## config.mk

```make
export PLATFORM = sky130hd
export DESIGN_NAME = bracket_balance_checker_core
export DESIGN_NICKNAME = d
export VERILOG_FILES = /design/src/design/bbc_pkg.sv /design/src/design/bbc_stack_mem.sv /design/src/design/bbc_ctrl.sv /design/src/design/bbc_out_buf.sv /design/src/design/bracket_balance_checker_core.sv
export SDC_FILE = /design/constraint.sdc
export NUM_CORES = 1
export LEC_CHECK = 0
export ABC_CLOCK_PERIOD_IN_PS = 5600
export BUFFER_PORTS_ARGS = -buffer_cell sky130_fd_sc_hd__clkbuf_2
export CAP_MARGIN = 30
export CORE_MARGIN = 3
export CORE_UTILIZATION = 55
export DETAILED_ROUTE_END_ITERATION = 8
export PLACE_DENSITY = 0.72
export SETUP_SLACK_MARGIN = 0.05
export SYNTH_ARGS = -nofsm -noshare
export SYNTH_HDL_FRONTEND = slang
export SYNTH_HIERARCHICAL = 1
export SYNTH_SLANG_ARGS = --single-unit
export TNS_END_PERCENT = 30
```

## constraint.sdc

```tcl
create_clock -name clk -period 5.6 [get_ports clk]
set_clock_uncertainty 0.05 [all_clocks]
set_input_delay 0.84 -clock clk [delete_from_list [all_inputs] [get_ports clk]]
set_output_delay 0.84 -clock clk [all_outputs]
set_load 0.01 [all_outputs]
```

## src/design/bbc_pkg.sv

```systemverilog
package bbc_pkg;

  // Default number of stack entries.
  localparam int unsigned BBC_STACK_DEPTH = 64;

  // Field widths on the streaming ports.
  localparam int unsigned TEXT_W   = 8;
  localparam int unsigned STATUS_W = 3;
  localparam int unsigned NDEPTH_W = 7;
  localparam int unsigned IN_TDATA_W  = 8;
  localparam int unsigned OUT_TDATA_W = 16;
  localparam int unsigned OUT_PAD_W   = OUT_TDATA_W - STATUS_W - NDEPTH_W;

  // Largest nesting depth that fits the result field.
  localparam int unsigned NDEPTH_MAX = (1 << NDEPTH_W) - 1;

  // Bracket characters.
  localparam logic [TEXT_W-1:0] CH_OPEN_PAREN   = 8'h28;  // (
  localparam logic [TEXT_W-1:0] CH_CLOSE_PAREN  = 8'h29;  // )
  localparam logic [TEXT_W-1:0] CH_OPEN_SQUARE  = 8'h5B;  // [
  localparam logic [TEXT_W-1:0] CH_CLOSE_SQUARE = 8'h5D;  // ]
  localparam logic [TEXT_W-1:0] CH_OPEN_CURLY   = 8'h7B;  // {
  localparam logic [TEXT_W-1:0] CH_CLOSE_CURLY  = 8'h7D;  // }

  // Expected-closer codes kept on the stack.
  typedef enum logic [1:0] {
    CL_PAREN  = 2'd0,
    CL_SQUARE = 2'd1,
    CL_CURLY  = 2'd2
  } bbc_closer_t;

  typedef enum logic [1:0] {
    ERR_NONE     = 2'd0,
    ERR_MISMATCH = 2'd1,
    ERR_OVERFLOW = 2'd2
  } bbc_err_t;

  typedef enum logic [STATUS_W-1:0] {
    ST_RUNNING  = 3'd0,
    ST_MISMATCH = 3'd1,
    ST_BALANCED = 3'd2,
    ST_UNCLOSED = 3'd3,
    ST_OVERFLOW = 3'd4
  } bbc_status_t;

  typedef struct packed {
    bbc_status_t         status;
    logic [NDEPTH_W-1:0] nesting_depth;
  } bbc_result_t;

endpackage

```

## src/design/bbc_stack_mem.sv

```systemverilog
module bbc_stack_mem #(
  parameter int unsigned DEPTH = bbc_pkg::BBC_STACK_DEPTH,
  parameter int unsigned AW    = $clog2(DEPTH)
) (
  input  logic          clk,
  input  logic          wr_en,
  input  logic [AW-1:0] wr_addr,
  input  logic [1:0]    wr_data,
  input  logic [AW-1:0] rd_addr,
  output logic [1:0]    rd_data
);

  logic [1:0] mem [DEPTH];

  always_ff @(posedge clk) begin
    if (wr_en) begin
      mem[wr_addr] <= wr_data;
    end
  end

  always_ff @(posedge clk) begin
    rd_data <= mem[rd_addr];
  end

endmodule

```

## src/design/bbc_ctrl.sv

```systemverilog
module bbc_ctrl #(
  parameter int unsigned STACK_DEPTH = bbc_pkg::BBC_STACK_DEPTH,
  parameter int unsigned AW          = $clog2(STACK_DEPTH)
) (
  input  logic                        clk,
  input  logic                        rst_n,
  input  logic                        item_accept,
  input  logic [bbc_pkg::TEXT_W-1:0]  text_byte,
  input  logic                        is_last,
  output bbc_pkg::bbc_result_t        result,
  output logic                        mem_wr_en,
  output logic [AW-1:0]               mem_wr_addr,
  output logic [1:0]                  mem_wr_data,
  output logic [AW-1:0]               mem_rd_addr,
  input  logic [1:0]                  mem_rd_data
);
  import bbc_pkg::*;

  localparam int unsigned CW = $clog2(STACK_DEPTH + 1);

  logic [CW-1:0] count_r, count_nxt;
  bbc_err_t      err_r, err_nxt;
  bbc_closer_t   top_r, top_nxt;
  logic          fwd_r;
  bbc_closer_t   fwd_data_r;

  logic          is_open, is_close;
  bbc_closer_t   open_code, close_code, below;
  logic [CW-1:0] cnt_item;
  bbc_err_t      err_item;
  logic [CW-1:0] rd_cnt;

  // Entry just under the top: the registered memory read, or the top that was
  // spilled into that very entry on the previous transfer.
  assign below = fwd_r ? fwd_data_r : bbc_closer_t'(mem_rd_data);

  always_comb begin
    is_open   = 1'b1;
    open_code = CL_PAREN;
    case (text_byte)
      CH_OPEN_PAREN:  open_code = CL_PAREN;
      CH_OPEN_SQUARE: open_code = CL_SQUARE;
      CH_OPEN_CURLY:  open_code = CL_CURLY;
      default:        is_open   = 1'b0;
    endcase
  end

  always_comb begin
    is_close   = 1'b1;
    close_code = CL_PAREN;
    case (text_byte)
      CH_CLOSE_PAREN:  close_code = CL_PAREN;
      CH_CLOSE_SQUARE: close_code = CL_SQUARE;
      CH_CLOSE_CURLY:  close_code = CL_CURLY;
      default:         is_close   = 1'b0;
    endcase
  end

  always_comb begin
    cnt_item    = count_r;
    err_item    = err_r;
    top_nxt     = top_r;
    mem_wr_en   = 1'b0;
    mem_wr_addr = AW'(count_r - CW'(1));
    mem_wr_data = top_r;

    if (item_accept && err_r == ERR_NONE) begin
      if (is_open) begin
        if (count_r == CW'(STACK_DEPTH)) begin
          err_item = ERR_OVERFLOW;
        end else begin
          // The old top moves into memory, the new closer becomes the top.
          mem_wr_en = (count_r != '0);
          top_nxt   = open_code;
          cnt_item  = count_r + CW'(1);
        end
      end else if (is_close) begin
        if (count_r == '0 || top_r != close_code) begin
          err_item = ERR_MISMATCH;
        end else begin
          top_nxt  = below;
          cnt_item = count_r - CW'(1);
        end
      end
    end

    if (err_item == ERR_OVERFLOW) begin
      result.status = ST_OVERFLOW;
    end else if (err_item == ERR_MISMATCH) begin
      result.status = ST_MISMATCH;
    end else if (is_last) begin
      result.status = (cnt_item == '0) ? ST_BALANCED : ST_UNCLOSED;
    end else begin
      result.status = ST_RUNNING;
    end
    result.nesting_depth = (32'(cnt_item) > NDEPTH_MAX) ? NDEPTH_W'(NDEPTH_MAX)
                                                        : NDEPTH_W'(cnt_item);

    count_nxt = cnt_item;
    err_nxt   = err_item;
    if (item_accept && is_last) begin
      count_nxt = '0;
      err_nxt   = ERR_NONE;
    end

    // Prefetch the entry that will sit under the top after this cycle.
    rd_cnt      = count_nxt - CW'(2);
    mem_rd_addr = AW'(rd_cnt);
  end

  always_ff @(posedge clk) begin
    if (!rst_n) begin
      count_r <= '0;
      err_r   <= ERR_NONE;
      fwd_r   <= 1'b0;
    end else begin
      count_r <= count_nxt;
      err_r   <= err_nxt;
      // A last byte empties the stack, so nothing needs forwarding after it.
      fwd_r   <= mem_wr_en && !(item_accept && is_last);
    end
  end

  always_ff @(posedge clk) begin
    top_r      <= top_nxt;
    fwd_data_r <= top_r;
  end

  a_count_bound: assert property (@(posedge clk) disable iff (!rst_n)
    count_r <= CW'(STACK_DEPTH))
    else $error("stack count beyond depth");

  a_clear_after_last: assert property (@(posedge clk) disable iff (!rst_n)
    item_accept && is_last |=> count_r == '0 && err_r == ERR_NONE)
    else $error("state not cleared after last byte");

  a_fwd_depth: assert property (@(posedge clk) disable iff (!rst_n)
    fwd_r |-> count_r >= CW'(2))
    else $error("forwarded entry without a second stack entry");

  a_error_freezes: assert property (@(posedge clk) disable iff (!rst_n)
    err_r != ERR_NONE && !(item_accept && is_last) |=> $stable(count_r))
    else $error("stack moved while an error was set");

endmodule

```

## src/design/bbc_out_buf.sv

```systemverilog
module bbc_out_buf (
  input  logic                 clk,
  input  logic                 rst_n,
  input  logic                 push,
  input  bbc_pkg::bbc_result_t push_data,
  output logic                 not_full,
  output logic                 out_valid,
  input  logic                 out_ready,
  output bbc_pkg::bbc_result_t out_data
);
  import bbc_pkg::*;

  bbc_result_t slot_r [2];
  logic        wr_ptr_r, rd_ptr_r;
  logic [1:0]  occ_r, occ_nxt;
  logic        pop;

  assign not_full  = (occ_r != 2'd2);
  assign out_valid = (occ_r != 2'd0);
  assign out_data  = slot_r[rd_ptr_r];
  assign pop       = out_valid && out_ready;

  always_comb begin
    occ_nxt = occ_r;
    if (push && !pop) begin
      occ_nxt = occ_r + 2'd1;
    end else if (pop && !push) begin
      occ_nxt = occ_r - 2'd1;
    end
  end

  always_ff @(posedge clk) begin
    if (!rst_n) begin
      occ_r    <= 2'd0;
      wr_ptr_r <= 1'b0;
      rd_ptr_r <= 1'b0;
    end else begin
      occ_r <= occ_nxt;
      if (push) begin
        wr_ptr_r <= ~wr_ptr_r;
      end
      if (pop) begin
        rd_ptr_r <= ~rd_ptr_r;
      end
    end
  end

  always_ff @(posedge clk) begin
    if (push) begin
      slot_r[wr_ptr_r] <= push_data;
    end
  end

endmodule

```

## src/design/bracket_balance_checker_core.sv

```systemverilog
// Bracket balance checker.
// The input stream carries one text byte per transfer in in_tdata, with
// in_tlast high on the final byte of a stream. Every input transfer produces
// exactly one output transfer: a status code and the nesting depth after the
// byte (on a last byte, the depth before the block clears itself).
// Throughput is one byte per clock cycle while the output buffer has room. The
// result of a byte is registered in the output buffer and appears on
// out_tvalid in the cycle after its transfer when the receiver is ready.
// Opening brackets push their expected closer; closing brackets are checked
// against the top of the stack. The top entry lives in a register and the
// rest of the stack in a synchronous single-write, single-read memory whose
// read is prefetched for the entry under the top, so a pop never waits.
// Errors (mismatch or overflow) are sticky until the end of the stream.
// After reset the stack is empty and no error is set; no memory clearing
// pass is needed, so the block accepts input from the first cycle.
// A two-entry output buffer separates the channels. When the receiver stalls,
// up to two results are held and in_tready drops only once both slots are full.
module bracket_balance_checker_core #(
  parameter int unsigned STACK_DEPTH = bbc_pkg::BBC_STACK_DEPTH
) (
  input  logic                            clk,
  input  logic                            rst_n,
  input  logic                            in_tvalid,
  output logic                            in_tready,
  input  logic [bbc_pkg::IN_TDATA_W-1:0]  in_tdata,   // [7:0] text_byte
  input  logic                            in_tlast,   // is_last
  output logic                            out_tvalid,
  input  logic                            out_tready,
  output logic [bbc_pkg::OUT_TDATA_W-1:0] out_tdata   // [2:0] status,
                                                      // [9:3] nesting_depth
);
  import bbc_pkg::*;

  localparam int unsigned AW = $clog2(STACK_DEPTH);

  logic          accept;
  bbc_result_t   result, out_res;
  logic          mem_wr_en;
  logic [AW-1:0] mem_wr_addr, mem_rd_addr;
  logic [1:0]    mem_wr_data, mem_rd_data;

  // A byte is taken whenever the output buffer has room for its result.
  assign accept = in_tvalid && in_tready;

  bbc_ctrl #(
    .STACK_DEPTH (STACK_DEPTH),
    .AW          (AW)
  ) u_ctrl (
    .clk         (clk),
    .rst_n       (rst_n),
    .item_accept (accept),
    .text_byte   (in_tdata[TEXT_W-1:0]),
    .is_last     (in_tlast),
    .result      (result),
    .mem_wr_en   (mem_wr_en),
    .mem_wr_addr (mem_wr_addr),
    .mem_wr_data (mem_wr_data),
    .mem_rd_addr (mem_rd_addr),
    .mem_rd_data (mem_rd_data)
  );

  bbc_stack_mem #(
    .DEPTH (STACK_DEPTH),
    .AW    (AW)
  ) u_mem (
    .clk     (clk),
    .wr_en   (mem_wr_en),
    .wr_addr (mem_wr_addr),
    .wr_data (mem_wr_data),
    .rd_addr (mem_rd_addr),
    .rd_data (mem_rd_data)
  );

  bbc_out_buf u_out (
    .clk       (clk),
    .rst_n     (rst_n),
    .push      (accept),
    .push_data (result),
    .not_full  (in_tready),
    .out_valid (out_tvalid),
    .out_ready (out_tready),
    .out_data  (out_res)
  );

  // Status sits in the low bits, the nesting depth above it, zeros on top.
  assign out_tdata = {{OUT_PAD_W{1'b0}}, out_res.nesting_depth, out_res.status};

endmodule

```

==> Yosys cells after proc, flatten, opt, wreduce, memory -nomap -nowiden <==
Memories as Yosys holds them, arrays and structs flattened. A register that Yosys moved wholly into a read port is not among the register bits.
Index checks and enable logic that the tools add are counted.
Widths: inputs -> output; s select.
{ "classes": {"n_addsub": 5, "n_eq_ne": 13, "muxes": 35, "reduce_logical": 22, "n_bitwise": 3} }
{ "op_table": {"columns": ["cell", "count"], "rows": [
  ["$mux 7", 6],
  ["$eq 8x7->1 const B", 4],
  ["$mux 2", 12],
  ["$eq 8x6->1 const B", 2],
  ["$logic_not 7->1", 2],
  ["$mux 1", 12],
  ["$mux 3", 3],
  ["$pmux 2 s2", 2],
  ["$add 7x1->7 const B", 1],
  ["$eq 7x7->1 const B", 1],
  ["$logic_and 1x1->1", 7],
  ["$reduce_bool 7->1", 1],
  ["$sub 7x1->7 const B", 1],
  ["$reduce_bool 2->1", 3],
  ["$reduce_or 3->1", 2],
  ["$sub 6x2->6 const B", 1],
  ["$ne 2x2->1 const B", 2],
  ["$reduce_and 4->1", 1],
  ["$logic_not 1->1", 3],
  ["$not 1->1", 3],
  ["$add 2x1->2 const B", 1],
  ["$eq 2x1->1 const B", 1],
  ["$eq 2x2->1 const B", 1],
  ["$logic_not 2->1", 1],
  ["5 further kinds", 5]
]} }
{ "word_totals": {"reg_bits": 18, "mem_count": 2, "wordCells": 88, "output_inout_bits": 18, "ram_bits": 148} }
{ "mem_list": {"columns": ["memory", "words", "word_bits", "rd", "rd_ports_with_merged_regs", "wr", "line_no", "text"], "rows": [
  ["u_mem.mem", 64, 2, 1, 1, 1, "bbc_stack_mem.sv:13", "logic [1:0] mem [DEPTH];"],
  ["u_out.slot_r", 2, 10, 1, 1, 1, "bbc_out_buf.sv:13", "bbc_result_t slot_r [2];"]
]} }

==> Depth between registers and ports, before layout <==
{ "depth": {"word_depth": 13, "mapped_depth": 16, "ltp_nobuf": 16} }

==> By module <==
The synthesis kept the hierarchy.
{ "by_module_without_submodules": {"columns": ["module", "instances", "cells_each", "area_each_um2", "seq_area_each_um2"], "rows": [
  ["bbc_stack_mem", 1, 324, 5397.7, 3883.7],
  ["bbc_ctrl", 1, 155, 1268.7, 300.3],
  ["bbc_out_buf", 1, 53, 938.4, 700.7],
  ["bracket_balance_checker_core", 1, 8, 55.1, 0.0]
]} }

==> Least setup slack after synthesis <==
Ideal clock, no wire load.
{ "synth_timing": {"path_type": "flip-flop to flip-flop", "from": "register u_ctrl.top_r[0], in the netlist u_ctrl/mem_wr_data[0]", "to": "register u_mem.rd_data[0], read port of u_mem.mem", "path_buffers": 1, "setup_time_ns": 0.120, "t_required_ns": 5.430, "arrival_ns": 4.066, "path_stages_with_launch": 13, "setup_slack_ns": 1.365, "path_cell_list": "edfxtp_1 -> or3b_2 -> a211oi_2 -> o21ai_0 -> nor3_1 -> o21ai_0 -> a211oi_2 -> mux2i_1 -> clkbuf_1 -> nand2_1 -> o211ai_1 -> a211oi_1 -> a211o_1"} }
{ "synth_via": {"elab_chain_len": 8} }
{ "synth_lines": {"columns": ["element", "line_no", "text"], "rows": [
  ["start: declaration", "bbc_ctrl.sv:23", "bbc_closer_t top_r, top_nxt;"],
  ["start signal: assignment", "bbc_ctrl.sv:125", "top_r <= top_nxt;"],
  ["$ne 2x2->1", "bbc_ctrl.sv:78", "if (count_r == '0 || top_r != close_code) begin"],
  ["$logic_or 1x1->1", "bbc_ctrl.sv:78", null],
  ["$mux 7", "bbc_ctrl.sv:78", null],
  ["$mux 7", "bbc_ctrl.sv:77", "end else if (is_close) begin"],
  ["$mux 7", "bbc_ctrl.sv:68", "if (is_open) begin"],
  ["$mux 7", "bbc_ctrl.sv:67", "if (item_accept && err_r == ERR_NONE) begin"],
  ["$mux 7", "bbc_ctrl.sv:101", "if (item_accept && is_last) begin"],
  ["$sub 6x2->6", "bbc_ctrl.sv:107", "rd_cnt = count_nxt - CW'(2);"],
  ["via mem_rd_addr[4]", "bracket_balance_checker_core.sv:39", "logic [AW-1:0] mem_wr_addr, mem_rd_addr;"],
  ["end: declaration", "bbc_stack_mem.sv:10", "output logic [1:0] rd_data"]
]} }
The timed path passes the listed nets, and every way through them passes these cells.
A chain may end at the register's enable or synchronous reset.

==> Worst setup path after layout <==
{ "layout_timing": {"from": "register u_ctrl.count_r[0]", "to": "register u_mem.rd_data[0], read port of u_mem.mem"} }
{ "layout_via": {"word_cells_on_any_way": 12, "cone_classes": "3 x add/sub; 1 x eq/ne; 6 x mux; 2 x reduce/logical"} }
{ "layout_lines": {"columns": ["element", "line_no", "text"], "rows": [
  ["start: declaration", "bbc_ctrl.sv:21", "logic [CW-1:0] count_r, count_nxt;"],
  ["start signal: assignment", "bbc_ctrl.sv:117", "count_r <= count_nxt;"],
  ["$sub 7x1->7", null, null],
  ["via mem_wr_addr[0]", "bracket_balance_checker_core.sv:39", null],
  ["$mux 7", "bbc_ctrl.sv:78", null],
  ["$mux 7", "bbc_ctrl.sv:77", null],
  ["$mux 7", "bbc_ctrl.sv:68", null],
  ["$mux 7", "bbc_ctrl.sv:67", null],
  ["$mux 7", "bbc_ctrl.sv:101", null],
  ["$sub 6x2->6", "bbc_ctrl.sv:107", null],
  ["via mem_rd_addr[4]", "bracket_balance_checker_core.sv:39", null]
]} }
The timed path passes the listed nets, and every way through them passes these cells.

==> results.sh <==
export IMPL_status="finished, final reports clean"
export IMPL_post_cts_hold_buffer_count=0
export IMPL_fmax_mhz=221
export IMPL_syn2layout_area_growth_pct=10.5
export IMPL_yosysTopAreaCell="edfxtp_1"
export IMPL_whs_path_depth=2
export IMPL_wl_met3_um=1150
export IMPL_yosys_warnings=6
export IMPL_power_per_cell_area_mw_per_mm2=315
export IMPL_grt_use_total_pct=21.8
export IMPL_period_needed_ns=4.52
export IMPL_utilization_pct=62.9
export IMPL_die_w_um=124
export IMPL_met1_length_um=6560
export IMPL_cts_tree="yes"
export IMPL_holdCritStartpoint="u_out/occ_r[1]$_SDFFE_PN0P_"
export IMPL_crit_arrival_ns=4.84
export IMPL_vias_per_cell=6.17
export IMPL_ys_types=68
export IMPL_synth_top_area_share_pct=58.8
export IMPL_final_cell_mix="edfxtp_1, nor2_1, mux4_2"
export IMPL_syn_avg_cell_area_um2=14.2
export IMPL_place_congestion=0.884
export IMPL_p_total_mw=2.66
export IMPL_worstSetupEndpointType="flop"
export IMPL_layout_commonest_cell="edfxtp_1"
export IMPL_cts_num_sinks=169
export IMPL_hold_slack_ns=0.475
export IMPL_path_clk_slew_ns=0.06
export IMPL_initial_core_util_pct=56.9
export IMPL_grt_max_degree=68
export IMPL_die_h_um=124
export IMPL_clkLatencyLatePin_ns=0.42
export IMPL_cts_buffers=17
export IMPL_cap_violations=0
export IMPL_fin_cells=755
export IMPL_synth_cells=540
export IMPL_yosys_register_bits=169
export IMPL_critPathMaxFanout=17
export IMPL_clk_path_buf_depth=2
export IMPL_setup_viol=0
export IMPL_wl_met2_um=7670
export IMPL_antenna_found_initial=0
export IMPL_post_cts_resized=0
export IMPL_dr_pass1_iters=6
export IMPL_r2r_start="u_ctrl/count_r[0]$_SDFF_PN0_"
export IMPL_synth_async_reset_ratio_pct=0
export IMPL_ant_nets=0
export IMPL_grt_pass1_vias=4477
export IMPL_crit_type="reg2reg"
export IMPL_cts_htree_levels=4
export IMPL_yosysSeqAreaShare_pct=63.8
export IMPL_synth_edff_count=150
export IMPL_tightest_slew_ns=0.914
export IMPL_ir_drop_mv=0.205
export IMPL_grt_ovfl_total=0
export IMPL_reg2reg_slack_ns=1.08
export IMPL_holdCritPathClass="reg2reg"
export IMPL_p_leak_nw=2.79
export IMPL_rows=42
export IMPL_grt_pass1_wl_um=24600
export IMPL_vias=4660
export IMPL_fin_crit_sh_pct=80.8
export IMPL_root_buffer="clkbuf_16"
export IMPL_r2r_end="u_mem/rd_data[0]$_DFF_P_"
export IMPL_slew_headroom_pct=38.8
export IMPL_drive_gt1_share_pct=21.6
export IMPL_io_pins=31
export IMPL_wirelength_um=15800
export IMPL_worstSetupStartpointType="flop"
export IMPL_core_area_mm2=0.0135
export IMPL_fin_nets=583
export IMPL_drv_slew=0
export IMPL_num_antenna_cells=0
export IMPL_drt_iter0_markers=470
export IMPL_highest_layer="met4"
export IMPL_drc=0
export IMPL_syn_area_mm2=0.00766
export IMPL_cts_setup_buffers=0
export IMPL_die_area_mm2=0.0154
export IMPL_dp_hpwl_um=10400
export IMPL_rr_worst_depth=15
export IMPL_rsz0062_at_grt="false"
export IMPL_hold_viol=0
export IMPL_hold_path_end="u_out/occ_r[1]$_SDFFE_PN0P_"
export IMPL_fin_setup_tns_ns=0
export IMPL_post_drt_wl_per_cell_um=20.9
export IMPL_required_ns=5.91
export IMPL_synth_top_cells_by_area="edfxtp_1, mux4_2, dfxtp_1"
export IMPL_port_buffers=24
export IMPL_ys_flop_type="edfxtp_1"
export IMPL_dp_cells=722
[how the worst max path moves through the flow]
stage	from	end	slack (ns)
floorplan	u_ctrl/mem_wr_data[0]$_DFFE_PP_	u_mem/rd_data[0]$_DFF_P_	1.36
global placement	in_tdata[4]	u_mem/rd_data[1]$_DFF_P_	0.88
detailed placement	in_tdata[4]	u_mem/rd_data[1]$_DFF_P_	0.81
CTS	u_ctrl/mem_wr_data[1]$_DFFE_PP_	u_mem/rd_data[1]$_DFF_P_	1.15
global route	u_out/occ_r[0]$_SDFFE_PN0P_	u_mem/rd_data[1]$_DFF_P_	0.80
finish	u_ctrl/count_r[0]$_SDFF_PN0_	u_mem/rd_data[0]$_DFF_P_	1.08
[power breakdown]
group | internal (mW) | leakage, nW | switching [mW]
sequential | 1.39 | 1.52 | 0.0221
combinational | 0.0935 | 1.02 | 0.103
clock | 0.582 | 0.254 | 0.476
[cell usage after synthesis (5+ instances only)]
cell type and n:
edfxtp_1 150, nor2_1 84, mux4_2 29, nand2_1 24
dfxtp_1 19, inv_1 17, clkbuf_1 14, mux2_2 11
nand3_1 11, o21ai_0 11, nor2b_1 10, buf_4 8
mux2i_1 8, nand2b_1 8, nand3b_1 8, and2_1 7
and3_1 7, nor3_1 7, a22oi_1 6, nand4_1 5
o21a_1 5, xnor2_1 5, xor2_1 5
[kinds of logic (layout without fill, tap and decap cells)]
family	count (synthesis)	after routing	synth area share [%]
other	1	6	0.0490
multiplexers	48	48	11.2
buffers and inverters	47	81	3.07
AO/OA/AOI/OAI	64	64	6.83
AND/OR/NAND/NOR	196	196	13.1
flip-flops	169	169	63.8
adder cells (fa/ha/maj)	4	4	0.653
XOR/XNOR	11	11	1.36
[area by class of cell]
type	instances	area, µm²
clock buffer	19	443
clock inverter	13	96.3
fill	1010	4990
inverter	17	63.8
multi-input combinational	329	2570
sequential	169	4880
tap	176	220
timing repair buffer	32	193
[critical path, stage by stage, from the launching register on]
cell,delay (ns)
dfxtp_1,0.35
inv_1,0.26
ha_1,0.29
nor3b_2,0.41
nand3_1,0.19
o21ai_0,0.27
nor3_1,0.21
or3_1,0.43
a211oi_2,0.35
mux2i_1,0.30
buf_4,0.26
nor2b_1,0.38
a22o_1,0.19
o21ai_0,0.12
a21oi_1,0.28
a211o_1,0.13
[through the flow]
stage	cell area [µm²]	setup WS, ns
floorplan	7680	1.36
global placement	7920	0.883
detailed placement	7920	0.809
CTS	8460	1.15
global route	8470	0.797
finish	8470	1.08
[routing by layer]
layer,vias up,global-route usage (%)
met5,-,0
met4,0,8.97
met3,30,5.95
met2,209,34.3
met1,2312,29.1
li1,2109,-
[state kept, by name, summed over array words and instances (netlist names), named ones only]
signal	cells
u_out/slot_r	20
u_ctrl/fwd_data_r	2
u_mem/rd_data	2
u_ctrl/err_r	2
u_ctrl/count_r	7
u_ctrl/fwd_r	1
u_out/rd_ptr_r	1
u_out/wr_ptr_r	1
u_out/occ_r	2
u_mem/mem	128
u_ctrl/mem_wr_data	2
No activity file was read; power rests on OpenSTA's default activity.
